$ cat src/hdl/rcfd_pkg.sv
`timescale 1ns / 1ps

package rcfd_pkg;

  localparam int NUM_CHANNELS = 14;
  localparam int CH_W         = 4;
  localparam int VALUE_W      = 11;
  localparam int BYTE_W       = 8;
  localparam int WORD_W       = 16;
  localparam int POS_W        = 5;
  localparam int CFG_W        = 56;
  localparam int CFG_IDX_W    = 2;
  localparam int CH_PER_REG   = 7;
  localparam int PAYLOAD_LEN  = 28;
  localparam int PROD_W       = 21;
  localparam int RECIP_W      = 18;
  localparam int RECIP_SHIFT  = 24;

  localparam logic [CFG_IDX_W-1:0] CFG_CAL_LOW  = 2'd0;
  localparam logic [CFG_IDX_W-1:0] CFG_CAL_HIGH = 2'd1;

  localparam logic [BYTE_W-1:0]  HDR_FIRST  = 8'h20;
  localparam logic [BYTE_W-1:0]  HDR_SECOND = 8'h40;
  localparam logic [WORD_W-1:0]  RAW_MIN    = 16'd1000;
  localparam logic [WORD_W-1:0]  RAW_MAX    = 16'd2000;
  localparam logic [VALUE_W-1:0] FULL_SCALE = 11'd1000;
  localparam logic [WORD_W-1:0]  SUM_INIT   = 16'hFFFF;
  localparam logic [POS_W-1:0]   POS_HUNT   = 5'd0;
  localparam logic [POS_W-1:0]   POS_HDR2   = 5'd1;
  localparam logic [POS_W-1:0]   POS_DATA   = 5'd2;
  localparam logic [POS_W-1:0]   SUM_END    = 5'd30;
  localparam logic [POS_W-1:0]   POS_CSUM_H = 5'd31;

  // Division by 1000 is a shift by three followed by a reciprocal multiply for 125.
  localparam logic [RECIP_W-1:0] RECIP_125 = 18'd134218;

  localparam logic [CH_W-1:0] LAST_CH = CH_W'(NUM_CHANNELS - 1);

  typedef enum logic [4:0] {
    S_RECV = 5'b00001,
    S_READ = 5'b00010,
    S_MULT = 5'b00100,
    S_DIV  = 5'b01000,
    S_SEND = 5'b10000
  } state_t;

  typedef struct packed {
    logic            byte_take;
    logic            rd;
    logic            mult;
    logic            div;
    logic [CH_W-1:0] ch;
  } ctrl_cmd_t;

  typedef struct packed {
    logic frame_good;
  } ctrl_status_t;

endpackage

$ cat src/hdl/rcfd_if.sv
`timescale 1ns / 1ps

interface rcfd_byte_if;
  logic                       valid;
  logic                       ready;
  logic [rcfd_pkg::BYTE_W-1:0] rx_byte;

  modport source (output valid, output rx_byte, input ready);
  modport sink   (input valid, input rx_byte, output ready);
endinterface

interface rcfd_chan_if;
  logic                        valid;
  logic                        ready;
  logic [rcfd_pkg::CH_W-1:0]    channel_index;
  logic [rcfd_pkg::VALUE_W-1:0] channel_value;
  logic                        last_channel;

  modport source (output valid, output channel_index, output channel_value,
                  output last_channel, input ready);
  modport sink   (input valid, input channel_index, input channel_value,
                  input last_channel, output ready);
endinterface

interface rcfd_cfg_if;
  logic                          valid;
  logic                          ready;
  logic [rcfd_pkg::CFG_IDX_W-1:0] index;
  logic [rcfd_pkg::CFG_W-1:0]     data;

  modport source (output valid, output index, output data, input ready);
  modport sink   (input valid, input index, input data, output ready);
endinterface

$ cat src/hdl/rcfd_ctrl.sv
`timescale 1ns / 1ps

module rcfd_ctrl (
  input  logic                   clk,
  input  logic                   rst,
  input  logic                   rx_valid,
  output logic                   rx_ready,
  input  logic                   out_ready,
  output logic                   out_valid,
  input  rcfd_pkg::ctrl_status_t status,
  output rcfd_pkg::ctrl_cmd_t    cmd
);

  rcfd_pkg::state_t              state, state_next;
  logic [rcfd_pkg::CH_W-1:0]     ch, ch_next;

  assign rx_ready  = (state == rcfd_pkg::S_RECV);
  assign out_valid = (state == rcfd_pkg::S_SEND);

  assign cmd.byte_take = rx_valid && (state == rcfd_pkg::S_RECV);
  assign cmd.rd        = (state == rcfd_pkg::S_READ);
  assign cmd.mult      = (state == rcfd_pkg::S_MULT);
  assign cmd.div       = (state == rcfd_pkg::S_DIV);
  assign cmd.ch        = ch;

  always_comb begin
    state_next = state;
    ch_next    = ch;
    unique case (state)
      rcfd_pkg::S_RECV: begin
        if (cmd.byte_take && status.frame_good) begin
          state_next = rcfd_pkg::S_READ;
          ch_next    = '0;
        end
      end
      rcfd_pkg::S_READ: state_next = rcfd_pkg::S_MULT;
      rcfd_pkg::S_MULT: state_next = rcfd_pkg::S_DIV;
      rcfd_pkg::S_DIV:  state_next = rcfd_pkg::S_SEND;
      rcfd_pkg::S_SEND: begin
        if (out_ready) begin
          if (ch == rcfd_pkg::LAST_CH) begin
            state_next = rcfd_pkg::S_RECV;
          end else begin
            state_next = rcfd_pkg::S_READ;
            ch_next    = ch + 1'b1;
          end
        end
      end
      default: state_next = rcfd_pkg::S_RECV;
    endcase
  end

  always_ff @(posedge clk) begin
    if (rst) begin
      state <= rcfd_pkg::S_RECV;
      ch    <= '0;
    end else begin
      state <= state_next;
      ch    <= ch_next;
    end
  end

endmodule

$ cat src/hdl/rcfd_datapath.sv
`timescale 1ns / 1ps

module rcfd_datapath (
  input  logic                          clk,
  input  logic                          rst,
  input  rcfd_pkg::ctrl_cmd_t           cmd,
  output rcfd_pkg::ctrl_status_t        status,
  input  logic [rcfd_pkg::BYTE_W-1:0]    rx_byte,
  input  logic                          cfg_we,
  input  logic [rcfd_pkg::CFG_IDX_W-1:0] cfg_index,
  input  logic [rcfd_pkg::CFG_W-1:0]     cfg_data,
  output logic [rcfd_pkg::CH_W-1:0]      channel_index,
  output logic [rcfd_pkg::VALUE_W-1:0]   channel_value,
  output logic                          last_channel
);

  logic [rcfd_pkg::CFG_W-1:0]   cal_low, cal_high;
  logic [rcfd_pkg::POS_W-1:0]   pos, pos_next;
  logic [rcfd_pkg::WORD_W-1:0]  csum, csum_next;
  logic [rcfd_pkg::BYTE_W-1:0]  csum_lo;
  logic [rcfd_pkg::WORD_W-1:0]  byte_ext;
  logic                         store_we;
  logic [rcfd_pkg::POS_W-1:0]   store_addr;

  logic [rcfd_pkg::BYTE_W-1:0]  frame_mem [rcfd_pkg::PAYLOAD_LEN];
  logic [rcfd_pkg::BYTE_W-1:0]  raw_lo, raw_hi, cal_q;
  logic [rcfd_pkg::BYTE_W-1:0]  cal_sel;
  logic [2:0]                   cal_slot;

  logic [rcfd_pkg::WORD_W-1:0]  diff;
  logic [rcfd_pkg::WORD_W-1:0]  offset;
  logic [rcfd_pkg::VALUE_W-1:0] gain;
  logic [2*rcfd_pkg::VALUE_W-1:0] prod_full;
  logic [rcfd_pkg::PROD_W-1:0]  prod;
  logic [2*rcfd_pkg::RECIP_W-1:0] quot_full;
  logic                         in_range;

  assign byte_ext = {{(rcfd_pkg::WORD_W-rcfd_pkg::BYTE_W){1'b0}}, rx_byte};

  always_ff @(posedge clk) begin
    if (rst) begin
      cal_low  <= '0;
      cal_high <= '0;
    end else if (cfg_we) begin
      if (cfg_index == rcfd_pkg::CFG_CAL_LOW) begin
        cal_low <= cfg_data;
      end else if (cfg_index == rcfd_pkg::CFG_CAL_HIGH) begin
        cal_high <= cfg_data;
      end
    end
  end

  // Header hunt, running checksum, payload store address and checksum compare.
  always_comb begin
    pos_next          = pos;
    csum_next         = csum;
    store_we          = 1'b0;
    store_addr        = pos - rcfd_pkg::POS_DATA;
    status.frame_good = 1'b0;
    if (pos == rcfd_pkg::POS_HUNT) begin
      if (rx_byte == rcfd_pkg::HDR_FIRST) begin
        pos_next  = rcfd_pkg::POS_HDR2;
        csum_next = rcfd_pkg::SUM_INIT - byte_ext;
      end else begin
        csum_next = rcfd_pkg::SUM_INIT;
      end
    end else if (pos == rcfd_pkg::POS_HDR2) begin
      if (rx_byte == rcfd_pkg::HDR_SECOND) begin
        pos_next  = rcfd_pkg::POS_DATA;
        csum_next = csum - byte_ext;
      end else if (rx_byte == rcfd_pkg::HDR_FIRST) begin
        csum_next = rcfd_pkg::SUM_INIT - byte_ext;
      end else begin
        pos_next  = rcfd_pkg::POS_HUNT;
        csum_next = rcfd_pkg::SUM_INIT;
      end
    end else if (pos < rcfd_pkg::SUM_END) begin
      store_we  = 1'b1;
      csum_next = csum - byte_ext;
      pos_next  = pos + 1'b1;
    end else if (pos == rcfd_pkg::SUM_END) begin
      pos_next = rcfd_pkg::POS_CSUM_H;
    end else begin
      status.frame_good = ({rx_byte, csum_lo} == csum);
      pos_next          = rcfd_pkg::POS_HUNT;
      csum_next         = rcfd_pkg::SUM_INIT;
    end
  end

  always_ff @(posedge clk) begin
    if (rst) begin
      pos     <= rcfd_pkg::POS_HUNT;
      csum    <= rcfd_pkg::SUM_INIT;
      csum_lo <= '0;
    end else if (cmd.byte_take) begin
      pos  <= pos_next;
      csum <= csum_next;
      if (pos == rcfd_pkg::SUM_END) begin
        csum_lo <= rx_byte;
      end
    end
  end

  always_ff @(posedge clk) begin
    if (cmd.byte_take && store_we) begin
      frame_mem[store_addr] <= rx_byte;
    end
  end

  // Calibration byte of the current channel.
  always_comb begin
    if (cmd.ch < rcfd_pkg::CH_W'(rcfd_pkg::CH_PER_REG)) begin
      cal_slot = cmd.ch[2:0];
      cal_sel  = cal_low[cal_slot*rcfd_pkg::BYTE_W +: rcfd_pkg::BYTE_W];
    end else begin
      cal_slot = 3'(cmd.ch - rcfd_pkg::CH_W'(rcfd_pkg::CH_PER_REG));
      cal_sel  = cal_high[cal_slot*rcfd_pkg::BYTE_W +: rcfd_pkg::BYTE_W];
    end
  end

  always_ff @(posedge clk) begin
    if (cmd.rd) begin
      raw_lo <= frame_mem[{cmd.ch, 1'b0}];
      raw_hi <= frame_mem[{cmd.ch, 1'b1}];
      cal_q  <= cal_sel;
    end
  end

  assign diff      = {raw_hi, raw_lo} - {{(rcfd_pkg::WORD_W-rcfd_pkg::BYTE_W){1'b0}}, cal_q};
  assign in_range  = (diff >= rcfd_pkg::RAW_MIN) && (diff <= rcfd_pkg::RAW_MAX);
  assign offset    = diff - rcfd_pkg::RAW_MIN;
  assign gain      = rcfd_pkg::FULL_SCALE +
                     {{(rcfd_pkg::VALUE_W-rcfd_pkg::BYTE_W){1'b0}}, cal_q};
  assign prod_full = offset[rcfd_pkg::VALUE_W-1:0] * gain;

  always_ff @(posedge clk) begin
    if (cmd.mult) begin
      prod <= in_range ? prod_full[rcfd_pkg::PROD_W-1:0] : '0;
    end
  end

  assign quot_full = prod[rcfd_pkg::PROD_W-1:3] * rcfd_pkg::RECIP_125;

  always_ff @(posedge clk) begin
    if (cmd.div) begin
      channel_value <= quot_full[rcfd_pkg::RECIP_SHIFT +: rcfd_pkg::VALUE_W];
      channel_index <= cmd.ch;
      last_channel  <= (cmd.ch == rcfd_pkg::LAST_CH);
    end
  end

endmodule

$ cat src/hdl/rc_channel_frame_decoder_top.sv
`timescale 1ns / 1ps

// Channel  Direction  Payload
// rx       in         rx_byte (8 bits)
// chan     out        channel_index (4), channel_value (11), last_channel (1)
// cfg      in         index (2), data (56)
//
// A received byte is taken whenever the block waits for input. After the last byte of a frame with a good
// checksum, the block emits 14 results, each passing through payload memory read,
// calibration multiply, reciprocal multiply, and the output beat.
// Input is held off until the last result of the frame has been taken.
// Reset is synchronous and returns the block to hunting for a header.
// A stalled output holds its result and keeps the input side stalled.
module rc_channel_frame_decoder_top (
  input logic        clk,
  input logic        rst,
  rcfd_byte_if.sink  rx,
  rcfd_chan_if.source chan,
  rcfd_cfg_if.sink   cfg
);

  rcfd_pkg::ctrl_cmd_t    cmd;
  rcfd_pkg::ctrl_status_t status;

  assign cfg.ready = 1'b1;

  rcfd_ctrl u_ctrl (
    .clk       (clk),
    .rst       (rst),
    .rx_valid  (rx.valid),
    .rx_ready  (rx.ready),
    .out_ready (chan.ready),
    .out_valid (chan.valid),
    .status    (status),
    .cmd       (cmd)
  );

  rcfd_datapath u_datapath (
    .clk           (clk),
    .rst           (rst),
    .cmd           (cmd),
    .status        (status),
    .rx_byte       (rx.rx_byte),
    .cfg_we        (cfg.valid && cfg.ready),
    .cfg_index     (cfg.index),
    .cfg_data      (cfg.data),
    .channel_index (chan.channel_index),
    .channel_value (chan.channel_value),
    .last_channel  (chan.last_channel)
  );

endmodule

$ cat src/flat_wrapper.sv
// flat-port wrapper written by rule: the top's interface ports become plain ports
module rc_channel_frame_decoder_top_flat 
  (clk, rst, rx_valid, rx_rx_byte, rx_ready, chan_valid, chan_channel_index, chan_channel_value, chan_last_channel, chan_ready, cfg_valid, cfg_index, cfg_data, cfg_ready);
  rcfd_byte_if rx_i ();
  rcfd_chan_if chan_i ();
  rcfd_cfg_if cfg_i ();
  input logic clk;
  input logic rst;
  input wire logic [$bits(rx_i.valid)-1:0] rx_valid;
  input wire logic [$bits(rx_i.rx_byte)-1:0] rx_rx_byte;
  output wire logic [$bits(rx_i.ready)-1:0] rx_ready;
  output wire logic [$bits(chan_i.valid)-1:0] chan_valid;
  output wire logic [$bits(chan_i.channel_index)-1:0] chan_channel_index;
  output wire logic [$bits(chan_i.channel_value)-1:0] chan_channel_value;
  output wire logic [$bits(chan_i.last_channel)-1:0] chan_last_channel;
  input wire logic [$bits(chan_i.ready)-1:0] chan_ready;
  input wire logic [$bits(cfg_i.valid)-1:0] cfg_valid;
  input wire logic [$bits(cfg_i.index)-1:0] cfg_index;
  input wire logic [$bits(cfg_i.data)-1:0] cfg_data;
  output wire logic [$bits(cfg_i.ready)-1:0] cfg_ready;
  assign rx_i.valid = rx_valid;
  assign rx_i.rx_byte = rx_rx_byte;
  assign rx_ready = rx_i.ready;
  assign chan_valid = chan_i.valid;
  assign chan_channel_index = chan_i.channel_index;
  assign chan_channel_value = chan_i.channel_value;
  assign chan_last_channel = chan_i.last_channel;
  assign chan_i.ready = chan_ready;
  assign cfg_i.valid = cfg_valid;
  assign cfg_i.index = cfg_index;
  assign cfg_i.data = cfg_data;
  assign cfg_ready = cfg_i.ready;
  rc_channel_frame_decoder_top u_core (.clk(clk), .rst(rst), .rx(rx_i), .chan(chan_i), .cfg(cfg_i));
endmodule
$ cat config.mk
export PLATFORM = sky130hd
export DESIGN_NAME = rc_channel_frame_decoder_top_flat
export DESIGN_NICKNAME = d
export VERILOG_FILES = /design/src/hdl/rcfd_pkg.sv /design/src/hdl/rcfd_if.sv /design/src/hdl/rcfd_ctrl.sv /design/src/hdl/rcfd_datapath.sv /design/src/hdl/rc_channel_frame_decoder_top.sv /design/src/flat_wrapper.sv
export SDC_FILE = /design/constraint.sdc
export NUM_CORES = 1
export LEC_CHECK = 0
export ABC_AREA = 1
export ABC_CLOCK_PERIOD_IN_PS = 19000
export BUFFER_PORTS_ARGS = -buffer_cell sky130_fd_sc_hd__buf_4
export CORE_ASPECT_RATIO = 1.2
export CORE_MARGIN = 3
export CORE_UTILIZATION = 45
export DETAILED_ROUTE_END_ITERATION = 8
export SYNTH_ARGS = -nofsm -noshare
export SYNTH_HDL_FRONTEND = slang
export SYNTH_HIERARCHICAL = 1
export SYNTH_SLANG_ARGS = --single-unit
$ cat constraint.sdc
create_clock -name clk -period 19 [get_ports clk]
set_input_delay 4.75 -clock clk [delete_from_list [all_inputs] [get_ports clk]]
set_output_delay 4.75 -clock clk [all_outputs]
set_load 0.05 [all_outputs]
==> flow_summary.yaml, run 1 <==
run_status:
  outcome: "finished, final reports clean"
yosys:
  yosysSeqAreaShare: 0.4286
  ys_ff_latch: 432
  synth-edff-count: 282
  yosysTopAreaCell: "edfxtp_1"
  synth_area_leaders: "edfxtp_1, dfxtp_1, ha_1"
  synth_cells: 2946
  syn_avg_cell_area_um2: 9.085
  async_flop_share: 0
  synth_top_area_frac: 0.3164
  yosys_warnings: 6
  ys.flop_type: "edfxtp_1"
  ys_types: 54
  yosys-top-cells-count: "nor2_1, inv_1, o21ai_0"
  synth_area_um2: 26760
  syn_nets: 3373
  synth_most_common_cell: "nor2_1"
sta:
  min_period_over_period: 0.3875
  finalSetupViolCount: 0
  setup-tns-final_ns: 0
  slew_violations: 0
  max_slew_margin: 0.2001
  rsz0062_at_grt: "no"
  finClkSkew_ns: 0.02533
  max_freq_mhz: 135.8
  tightest_slew_ns: 1.200
  hold_violations: 0
  layout_min_cycle_time_ns: 7.362
global_route:
  grt_pass1_vias: 20720
  grt_pass1_wl_mm: 108.5
  grt_start_max_net_pins: 173
  antenna_found_initial: 0
  grt.overflow.total: 0
  grt.total_usage: 0.2164
route:
  ant_nets: 0
  first_pass_iters: 6
  wl_per_cell_um: 17.84
  finalWirelength_mm: 67.95
  viasPerCell: 5.358
  drc_errors: 0
  drtIter0Drc: 1339
  vias: 20400
min_path:
  hold_start: "u_core/u_datapath/cal_high[12]$_SDFFE_PP0P_"
  holdPathEnd: "u_core/u_datapath/cal_high[12]$_SDFFE_PP0P_"
  hold_path.class: "reg2reg"
  hold_path_depth: 2
cts:
  postCtsSetupBuffers: 0
  clock-root-buffer: "clkbuf_16"
  cts.sink_count: 432
  postCtsResizedCells: 0
  insertion_delay_ns: 0.58
  hold_buffers: 0
  path_clk_slew_ns: 0.06
  cts_buffers: 45
  cts_tree: "built"
  cts_max_path_buffers: 3
  htreeDepth: 2
cells_and_area:
  fin_cells: 3808
  seq_area_um2: 11480
  fin_util: 0.5064
  fill_cells: 5426
  n_antenna_cell: 0
  layout-drive-gt1-share: 0.07593
  fin_area_um2: 29690
  area_growth_pct: 10.92
  multiInputGateArea_um2: 13240
  layout.nets: 3407
critical_path:
  rrSetupSlack_ns: 11.64
  r2r_end: "u_core/u_datapath/prod[18]$_SDFFCE_PN0P_"
  cp.arrival_ns: 7.65
  reg2regPathDepth: 33
  r2r_start: "u_core/u_datapath/cal_q[1]$_DFFE_PP_"
  required_ns: 19.28
  critPathSlowestCell: "fa_1"
  critical_path_class: "reg2reg"
  cp-end-kind: "flip-flop"
  cp_common_cell: "nand2_1"
  max_stage_delay_ns: 0.56
  start_kind: "flip-flop"
  cp_max_fo: 9
power:
  swShare: 0.2502
  power_frac_comb: 0.117
  p_seq_frac: 0.463
  leakage_uw: 0.01265
  max-vdd-ir-drop_mv: 0.1205
  p_int_uw: 1671
  power_density_nw_per_um2: 75.09
  clkPwrFrac: 0.420
  p_sw_uw: 557.8
die:
  die_h_um: 273.2
  core_area_um2: 58620
  initial_core_util: 0.4566
  ios: 90
  dieArea_um2: 62450
  die_x_um: 228.6
  row_count: 97
place:
  dp_hpwl_mm: 47.82
  io_buffer_count: 88
  place.gp.congestion: 0.8811
  place_inst: 3725
  placed_area_um2: 28110
flow_run:
  drv_cap: 0
final cells by class:
type	instances	share of cell area
inverter	433	0.05483
timing repair buffer	101	0.02596
clock buffer	56	0.04071
sequential	432	0.3866
tap	792	0.03338
clock inverter	27	0.01239
multi-input combinational	1967	0.4461
how the worst max path moves through the flow:
| stage | from | to | slack, ns | depth (start not counted) |
|---|---|---|---|---|
| 4_1_cts | u_core/u_datapath/cal_q[1]$_DFFE_PP_ | u_core/u_datapath/prod[18]$_SDFFCE_PN0P_ | 11.68 | 33 |
| 2_1_floorplan | rx_rx_byte[0] | u_core/u_datapath/csum[12]$_SDFFE_PP1P_ | 12.57 | 14 |
| 3_3_place_gp | rx_valid | u_core/u_datapath/frame_mem[1][0]$_DFFE_PP_ | 11.72 | 7 |
| 3_5_place_dp | rx_valid | u_core/u_datapath/frame_mem[3][5]$_DFFE_PP_ | 11.66 | 7 |
| 6_report | u_core/u_datapath/cal_q[1]$_DFFE_PP_ | u_core/u_datapath/prod[18]$_SDFFCE_PN0P_ | 11.64 | 33 |
| 5_1_grt | u_core/u_datapath/cal_q[1]$_DFFE_PP_ | u_core/u_datapath/prod[18]$_SDFFCE_PN0P_ | 11.06 | 34 |
cell families (layout without fill, tap and decap cells):
| kind of cell | after synthesis | count (layout) | share of synthesized area |
|---|---|---|---|
| flip-flops | 432 | 432 | 0.4286 |
| AND/OR/NAND/NOR | 929 | 929 | 0.1460 |
| other | 1 | 1 | 0.0001401 |
| adder cells (fa/ha/maj) | 356 | 356 | 0.2020 |
| AO/OA/AOI/OAI | 639 | 639 | 0.1311 |
| buffers and inverters | 547 | 617 | 0.07765 |
| XOR/XNOR | 42 | 42 | 0.01445 |
power groups by stage:
stage | Combinational [uW] | Sequential, uW | Clock [uW]
after floorplan | 181 | 1050 | 0
after global placement | 256 | 1050 | 0
after detailed placement | 260 | 1050 | 0
after CTS | 261 | 1030 | 960
after global routing | 296 | 1030 | 998
final | 261 | 1030 | 937
routing by layer:
metal	wire length (um)	part of all wire	up-vias	GRT usage
li1	-	-	9898	-
met1	28800	0.42	9918	0.2655
met2	34790	0.51	461	0.3981
met3	2551	0.038	127	0.02554
met4	1808	0.027	0	0.06616
met5	0	0	-	0
critical path: cells and delay by family, from the launching register on:
kind	cells	cell delay, ns
flip-flops	1	0.41
AO/OA/AOI/OAI	2	0.21
adder cells (fa/ha/maj)	8	3.75
buffers and inverters	7	0.78
AND/OR/NAND/NOR	16	1.90
flip-flops by register name, summed over array words and instances, names as in the netlist:
| signal | cells |
|---|---|
| u_core/u_ctrl/ch | 4 |
| u_core/u_ctrl/state | 5 |
| u_core/u_datapath/cal_high | 56 |
| u_core/u_datapath/cal_low | 56 |
| u_core/u_datapath/cal_q | 8 |
| u_core/u_datapath/channel_index | 4 |
| u_core/u_datapath/channel_value | 11 |
| u_core/u_datapath/csum | 16 |
| u_core/u_datapath/csum_lo | 8 |
| u_core/u_datapath/frame_mem | 224 |
| u_core/u_datapath/last_channel | 1 |
| u_core/u_datapath/pos | 5 |
| u_core/u_datapath/prod | 18 |
| u_core/u_datapath/raw_hi | 8 |
| u_core/u_datapath/raw_lo | 8 |
layout by cell type, fill, tap and decap left out, drive strengths merged, types with 5 or more instances in the layout:
master    n
dfxtp   150
or2       5
bufinv    8
o211ai   18
xor2     25
nand2   306
o22ai    38
nand4    20
ha      229
o21a      5
o21ai   340
nor4      7
buf     101
inv     432
o221ai   28
a21oi   174
nor2    481
clkinv   18
a21o      6
nor3     18
clkbuf   56
edfxtp  282
nand3    86
a31oi     9
xnor2    17
nand3b    5
fa      127
through the flow:
stage          hold WS [ns]  worst slack (ns)  total power, uW
2_1_floorplan        0.4205             12.57             1227
3_3_place_gp         0.4311             11.72             1306
3_5_place_dp         0.4331             11.66             1311
4_1_cts              0.4426             11.68             2253
5_1_grt              0.4639             11.06             2327
6_report             0.4416             11.64             2229
(Power assumes the default switching activity.)
==> run 2: changes to the inputs <==
--- a/config.mk
+++ b/config.mk
@@ -5,8 +5,8 @@
 export SDC_FILE = /design/constraint.sdc
 export NUM_CORES = 1
 export LEC_CHECK = 0
-export ABC_AREA = 1
-export ABC_CLOCK_PERIOD_IN_PS = 19000
+export ABC_AREA = 0
+export ABC_CLOCK_PERIOD_IN_PS = 6490
 export BUFFER_PORTS_ARGS = -buffer_cell sky130_fd_sc_hd__buf_4
 export CORE_ASPECT_RATIO = 1.2
 export CORE_MARGIN = 3
==> constraint.sdc (replaced) <==
create_clock -name clk -period 6.49 [get_ports clk]
set_input_delay 1.6225 -clock clk [delete_from_list [all_inputs] [get_ports clk]]
set_output_delay 1.6225 -clock clk [all_outputs]
set_load 0.05 [all_outputs]
==> run 2 against run 1 <==
Compared with the run above:
- the run now ends with negative setup slack left
- clock skew increased by 0.0016 ns
- die area down 3.1%
- global-route usage is 1.5 points lower
- synthesized area decreased by 3.2%
- flip-flop and latch count is the same
- non-clock buffer count increased by 127
- count of clock-buffer cells in the layout is 3 lower
- combinational power increased to 2.9 times the previous value
- via count fell by 14%
- fmax grew 2.5%
- critical path depth fell by 2
==> flow_summary.yaml, run 2 <==
cells_and_area:
  largest_register_ffs: 224
  area_growth_pct: 16.39
  fill_cells: 4780
  layout-drive-gt1-share: 0.1947
  multiInputGateArea_um2: 13490
  final_cell_mix: "nand2_1, edfxtp_1, inv_1"
  seq_area_um2: 11480
  final_common_cell: "nand2_1"
  n_antenna_cell: 0
  layout.nets: 2912
  largest_register: "u_core/u_datapath/frame_mem"
  top_regs: "u_core/u_datapath/frame_mem: 224 flops, u_core/u_datapath/cal_high: 56 flops, u_core/u_datapath/cal_low: 56 flops"
  fin_cells: 3249
yosys:
  syn_avg_cell_area_um2: 11.29
  yosysSeqAreaShare: 0.4426
  syn_nets: 2723
  yosys_warnings: 6
  synth_top_area_frac: 0.3268
  synth-edff-count: 282
  synth_cells: 2296
  synth_area_leaders: "edfxtp_1, dfxtp_1, ha_1"
  ys_ff_latch: 432
  yosysTopAreaCell: "edfxtp_1"
  yosys-top-cells-count: "nand2_1, edfxtp_1, inv_1"
  synth_area_um2: 25920
  ys_types: 79
  synth_most_common_cell: "nand2_1"
  ys.flop_type: "edfxtp_1"
  async_flop_share: 0
global_route:
  grt.total_usage: 0.2018
  grt.overflow.total: 0
  grt_pass1_wl_mm: 96.42
  antenna_found_initial: 0
  grt_pass1_vias: 17920
  grt_start_max_net_pins: 86
critical_path:
  max_stage_delay_ns: 0.53
  required_ns: 6.90
  cp-end-kind: "flip-flop"
  cp_max_fo: 3
  cp_common_cell: "fa_1"
  reg2regPathDepth: 31
  critical_path_class: "reg2reg"
  critPathSlowestCell: "fa_1"
  cp.arrival_ns: 7.60
  start_kind: "flip-flop"
cts:
  cts_tree: "built"
  path_clk_slew_ns: 0.06
  cts_buffers: 46
  insertion_delay_ns: 0.59
  clock-root-buffer: "clkbuf_16"
  cts_max_path_buffers: 3
  cts.sink_count: 432
  htreeDepth: 2
  hold_buffers: 0
sta:
  rsz0062_at_grt: "yes"
  finClkSkew_ns: 0.02690
  layout_setup_ws_ns: -0.6959
  max_slew_margin: 0.2006
  min_period_over_period: 1.107
  finalSetupViolCount: 10
  layout_min_cycle_time_ns: 7.186
  tightest_slew_ns: 1.199
  hold_violations: 0
  slew_violations: 0
  max_freq_mhz: 139.2
die:
  row_count: 95
  ios: 90
  dieArea_um2: 60520
  core_area_um2: 56460
  die_h_um: 268.9
  die_x_um: 225.1
  initial_core_util: 0.4590
flow_run:
  drv_cap: 0
power:
  leakage_uw: 0.01243
  p_sw_uw: 1546
  p_seq_frac: 0.461
  max-vdd-ir-drop_mv: 0.2124
  p_total_uw: 6441
  swShare: 0.2400
  p_int_uw: 4895
  power_density_nw_per_um2: 213.5
  clkPwrFrac: 0.422
  power_frac_comb: 0.117
route:
  viasPerCell: 5.406
  drtIter0Drc: 1240
  first_pass_iters: 7
  wl_per_cell_um: 18.77
  finalWirelength_mm: 60.97
  vias: 17560
  drc_errors: 0
  ant_nets: 0
place:
  dpl_worst_slack_ns: -0.9398
  place_inst: 3152
  dp_hpwl_mm: 44.45
  io_buffer_count: 88
  place.gp.congestion: 0.8747
run_status:
  violations: "negative setup slack"
  outcome: "complete, but fails checks"
min_path:
  hold_path_depth: 2
  hold_path.class: "reg2reg"
run 2: cell types whose count changed after synthesis, moves of 15 or more:
cell	change
clkbuf_1	-39
inv_1	-168
mux2_2	+27
mux2i_1	+22
mux4_2	+80
nand2b_1	+26
nand3_1	-50
nor2_1	-292
nor2_4	-15
o21ai_0	-292
o221ai_1	-26
o22ai_1	-37
xnor2_1	+19
run 2: stage by stage:
step	instance area [um2]	hold WS (ns)	setup TNS (ns)	util
after floorplan	26030	0.4329	-3.094	-
after global placement	28250	0.4384	-4.338	0.5003
after detailed placement	28250	0.4454	-5.895	0.5003
after CTS	30050	0.4537	-3.637	0.5322
after global routing	30160	0.4706	-6.399	0.5342
final	30160	0.4521	-3.755	0.5342
run 2: final timing paths:
path	to	slack [ns]	startpoint
hold reg to reg	u_core/u_datapath/cal_low[38]$_SDFFE_PP0P_	0.45	u_core/u_datapath/cal_low[38]$_SDFFE_PP0P_
hold / removal	u_core/u_datapath/cal_low[38]$_SDFFE_PP0P_	0.45	u_core/u_datapath/cal_low[38]$_SDFFE_PP0P_
setup / recovery	u_core/u_datapath/prod[20]$_SDFFCE_PN0P_	-0.70	u_core/u_datapath/raw_lo[0]$_DFFE_PP_
setup reg to reg	u_core/u_datapath/prod[20]$_SDFFCE_PN0P_	-0.70	u_core/u_datapath/raw_lo[0]$_DFFE_PP_
run 2: routing by layer:
metal  GRT usage  vias to the layer above  part of all wire
met3     0.03136                       91             0.043
met1      0.2557                     8718              0.42
li1            -                     8361                 -
met4     0.05465                        0             0.024
met5           0                        -                 0
met2      0.3614                      394              0.51
run 2: final cells by class:
type	instances	share of cell area
clock buffer	53	0.03970
clock inverter	32	0.01302
inverter	257	0.03223
multi-input combinational	1520	0.4473
sequential	432	0.3805
tap	727	0.03016
timing repair buffer	228	0.05712
run 2: cell families after synthesis:
group	share of synthesized area
muxes	0.08975
DFF	0.4426
adders and majority gates	0.2087
other	0.0001447
buffers and inverters	0.05060
AOI/OAI and AO/OA	0.07435
xor gates and xnor gates	0.02332
and+or+nand+nor	0.1106
run 2: timing repair:
action,in CTS,in global routing
pin swaps,30,24
endpoints found under the setup margin,11,11
resized for setup,25,19
setup buffers,9,3
run 2: power groups by stage:
| stage | Sequential [uW] | Combinational (uW) | Clock (uW) |
|---|---|---|---|
| floorplan | 3020 | 428 | 0 |
| global placement | 3020 | 660 | 0 |
| detailed placement | 3030 | 677 | 0 |
| CTS | 2970 | 725 | 2790 |
| global route | 2970 | 840 | 2900 |
| finish | 2970 | 756 | 2720 |
run 2: worst max-delay path: cells and delay by family (launching register included):
kind | cells | cell delay (ns)
adders and majority gates | 9 | 3.40
and+or+nand+nor | 4 | 1.00
xor gates and xnor gates | 2 | 0.23
DFF | 1 | 0.39
buffers and inverters | 6 | 0.33
AOI/OAI and AO/OA | 10 | 1.65
